==> src/rtl/core/lds_pkg.sv <==
// Shared types, constants and key compare for the layer/depth sorter.
package lds_pkg;

	localparam int MAX_ENTRIES = 128;
	localparam int CNT_W       = $clog2(MAX_ENTRIES + 1);

	localparam logic MODE_LOAD = 1'b0;
	localparam logic MODE_READ = 1'b1;

	typedef struct packed {
		logic [15:0]        id;
		logic [7:0]         layer;
		logic signed [31:0] height;
	} entry_t;

	typedef struct packed {
		logic   load;
		logic   shift;
		entry_t new_entry;
	} cell_ctrl_t;

	// Layer on top, height with the sign flipped so an unsigned compare orders it.
	function automatic logic [39:0] sort_key(input entry_t e);
		sort_key = {e.layer, ~e.height[31], e.height[30:0]};
	endfunction

	function automatic logic key_gt(input entry_t a, input entry_t b);
		key_gt = sort_key(a) > sort_key(b);
	endfunction

endpackage

==> src/rtl/core/lds_cell.sv <==
// One slot of the sorted insertion chain.
module lds_cell
	import lds_pkg::*;
(
	input  logic       clk,
	input  cell_ctrl_t ctrl,
	input  logic       occupied,
	input  logic       prev_occupied,
	input  logic       prev_gt,
	input  entry_t     prev_entry,
	input  entry_t     next_entry,
	output entry_t     entry,
	output logic       gt
);

	entry_t entry_q;

	assign entry = entry_q;
	// Held entry sorts strictly after the incoming one; ties stay ahead.
	assign gt    = occupied & key_gt(entry_q, ctrl.new_entry);

	always_ff @(posedge clk) begin
		if (ctrl.load) begin
			if (gt || !occupied) begin
				if (prev_gt) begin
					entry_q <= prev_entry;
				end else if (prev_occupied) begin
					entry_q <= ctrl.new_entry;
				end
			end
		end else if (ctrl.shift) begin
			entry_q <= next_entry;
		end
	end

endmodule

==> config.mk <==
export PLATFORM = sky130hd
export DESIGN_NAME = lds_cell
export DESIGN_NICKNAME = d
export VERILOG_FILES = /design/src/rtl/core/lds_pkg.sv /design/src/rtl/core/lds_cell.sv
export SDC_FILE = /design/constraint.sdc
export NUM_CORES = 1
export LEC_CHECK = 0
export BUFFER_PORTS_ARGS = -buffer_cell sky130_fd_sc_hd__buf_4
export CORE_ASPECT_RATIO = 1.1
export CORE_MARGIN = 2
export CORE_UTILIZATION = 45
export CTS_BUF_LIST = sky130_fd_sc_hd__clkbuf_16
export CTS_CLUSTER_SIZE = 20
export DETAILED_ROUTE_END_ITERATION = 8
export PLACE_DENSITY = 0.79
export SYNTH_ARGS = -nofsm -noshare
export SYNTH_HDL_FRONTEND = slang
export SYNTH_SLANG_ARGS = --single-unit
==> constraint.sdc <==
create_clock -name clk -period 8.3 [get_ports clk]
set_clock_uncertainty 0.15 [all_clocks]
set_input_delay 1.245 -clock clk [delete_from_list [all_inputs] [get_ports clk]]
set_output_delay 1.245 -clock clk [all_outputs]
set_load 0.01 [all_outputs]
==> impl_metrics.csv <==
group,metric,value,unit
worst_setup_path,reg2reg_slack,4.69,ns
floorplanning,ios,231,
worst_hold_path,min_path_cells,3,
worst_setup_path,slowest_delay,0.40,ns
timing,setup_violations,0,
clock_tree,clk_path_buf_depth,2,
power,leakage,2.91,nW
place,io_buffers,230,
worst_setup_path,r2r_cells,8,
logic_synthesis,synth_nets,606,
logic_synthesis,ys_seq_area_frac,0.433,
logic_synthesis,synth_top_area_share,0.433,
outcome,outcome,"completed",
worst_setup_path,cp_top_family,"compound AO/OA/AOI/OAI gates",
logic_synthesis,yosys_warnings,0,
floorplanning,start_util,0.464,
grt,grt_max_degree,66,
clock_tree,cts.sinks,56,
worst_setup_path,rr_startpoint,"entry[39]",
worst_setup_path,crit_path_start_kind,"primary input",
worst_setup_path,cp_slowest_cell,"a211oi_1",
route,viasPerCell,5.14,
clock_tree,clock-root-buffer,"clkbuf_16",
grt,grt_pass1_vias,3783,
run,drv_cap,0,
timing,fmax,217,MHz
power,p_per_area,149,nW/um^2
worst_setup_path,worstPathCellList,"buf_4, ha_1, a21oi_1, o21ai_1, a22o_1, or3_1, a211oi_1, nor2_1, buf_4",
timing,finalMaxSlewViolations,0,
place,dpl.cell_count,716,
power,peakVddDrop,0.0903,mV
cells_and_area,nets,826,
timing,fin_crit,4.60,ns
clock_tree,cts_tree,"built",
worst_hold_path,worstHoldStart,"next_entry[1]",
route,drtPass1Iterations,6,
timing,rsz0062_at_grt,"no",
cells_and_area,fillers,657,
worst_setup_path,startpoint,"ctrl[31]",
logic_synthesis,async_reset_ff_frac,0,
grt,grt_pass1_wl,17700,um
clock_tree,post_cts_resized,0,
cells_and_area,diodes,0,
logic_synthesis,synth_top_area_cell,"edfxtp_1",
floorplanning,core-area,8360,sq um
logic_synthesis,ys_seq_elements,56,
route,drt_iter0_drc,111,
clock_tree,insertion_delay,0.29,ns
route,drc,0,
grt,antenna_found_initial,0,
logic_synthesis,syn_area_per_cell,9.90,sq um
worst_setup_path,crit_fanout,3,
clock_tree,post_cts_buffers,0,
worst_setup_path,reg2reg_to,"entry[17]",
logic_synthesis,synth_most_common_cell,"a21oi_1",
logic_synthesis,syn-cell-area,3880,sq um
route,wl_per_cell,15.9,um
clock_tree,ctsHoldBuffers,0,
route,vias,3720,
floorplanning,chipWidth,92.5,um
worst_setup_path,cp_num_buf_inv,2,
cells_and_area,largest_register_ff_count,56,
floorplanning,fp.dieArea,9380,sq um
worst_setup_path,worst-endpoint-arrival,3.21,ns
worst_setup_path,cp.depth,9,
logic_synthesis,synth_edf_count,56,
timing,maxSlewHeadroom,0.364,
worst_setup_path,crit_type,"primary input to output pin",
worst_hold_path,hp-class,"primary input to register",
timing,finalHoldViolations,0,
place,post-place-ws,3.73,ns
place,place_congestion,0.816,
logic_synthesis,synth_ff_type,"edfxtp_1",
timing,final.setup.worst_slack,3.70,ns
route,wl,11500,um
worst_setup_path,critPathRequiredTime,6.90,ns
clock_tree,path_clk_slew,0.07,ns
timing,post-route-period-util,0.554,
cells_and_area,utilization,0.701,
floorplanning,die_h,101,um
cells_and_area,syn_to_final_growth,51.1,%
worst_setup_path,cp-end-kind,"output pin",
worst_hold_path,whs_endpoint,"entry[1]",
grt,grt.total_usage,0.239,
worst_setup_path,critPathMostFrequentCell,"buf_4",
cells_and_area,stdcell_count,724,
logic_synthesis,synth.area.top_cells,"edfxtp_1 (43%), mux2i_1 (14%), ha_1 (13%)",
place,hpwl,9240,um
timing,tns,0,ns
grt,grt_remaining_overflow,0,
timing,tightest_slew,0.955,ns
route,postRouteAntennaNets,0,
logic_synthesis,synth_common_cells,"a21oi_1 (74), nor2_1 (60), edfxtp_1 (56), mux2i_1 (56)",
cells_and_area,layout-drive-gt1-share,0.403,
floorplanning,placementRows,35,
logic_synthesis,syn-instance-count,392,
clock_tree,cts_buffers,5,
logic_synthesis,ys_types,30,
clock_tree,htreeDepth,2,
==> cell type report <==
type	count	area [sq um]	area share
repair buffers	232	1740	0.297
clock buffers	5	125	0.0213
well taps	111	139	0.0237
multi-input cells	277	1980	0.338
clock inverters	3	42.5	0.00726
flip-flops and latches	56	1680	0.287
inverters	40	150	0.0256
==> cell usage in the layout, fill, tap and decap left out, drive strengths merged, types with 2 or more instances in the layout <==
master and instances:
nand2 10, o21ai 6, inv 40, nor4 2, or3 2, a21o 3
nor2 60, clkbuf 5, mux2i 56, edfxtp 56, a21oi 75, nand4 9
nand2b 2, nand3 4, buf 232, clkinv 2, ha 40
==> worst min-delay path, stage by stage <==
cell     delay [ns]
buf_4          0.07
nor2_1         0.03
a21oi_1        0.09
==> cell families (layout without fill, tap and decap cells) <==
kind of cell,Yosys count,in the layout,share of synthesized area
and+or+nand+nor,91,91,0.108
muxes,56,56,0.144
AOI/OAI and AO/OA,90,90,0.126
DFF,56,56,0.433
buffers and inverters,59,280,0.0587
adders and majority gates,40,40,0.129
==> worst max path at each step <==
stage / slack [ns] / end
2_1_floorplan: 3.73 / entry[0]
3_3_place_gp: 3.76 / gt
3_5_place_dp: 3.73 / gt
4_1_cts: 3.73 / gt
5_1_grt: 3.65 / gt
6_report: 3.70 / gt
==> through the flow <==
stage | power, mW | instance area [sq um] | hold slack, ns
finish | 0.874 | 5860 | 1.12
global placement | 0.633 | 5690 | 1.41
CTS | 0.882 | 5860 | 1.12
detailed placement | 0.643 | 5690 | 1.42
floorplan | 0.498 | 3880 | 1.32
global route | 0.921 | 5860 | 1.13
==> metal layers <==
layer / GRT usage / up-vias / part of all wire
li1: - / 1852 / -
met1: 0.268 / 1691 / 0.37
met2: 0.448 / 163 / 0.53
met3: 0.0565 / 14 / 0.084
met4: 0.0781 / 0 / 0.019
met5: 0 / - / 0
==> report_power, final <==
group | internal, mW | leakage, nW | total, mW | switching [mW]
registers | 0.353 | 0.538 | 0.369 | 0.0156
logic | 0.140 | 2.29 | 0.267 | 0.127
clock network | 0.142 | 0.0814 | 0.238 | 0.0962
Power figures use the tool's default switching activity.
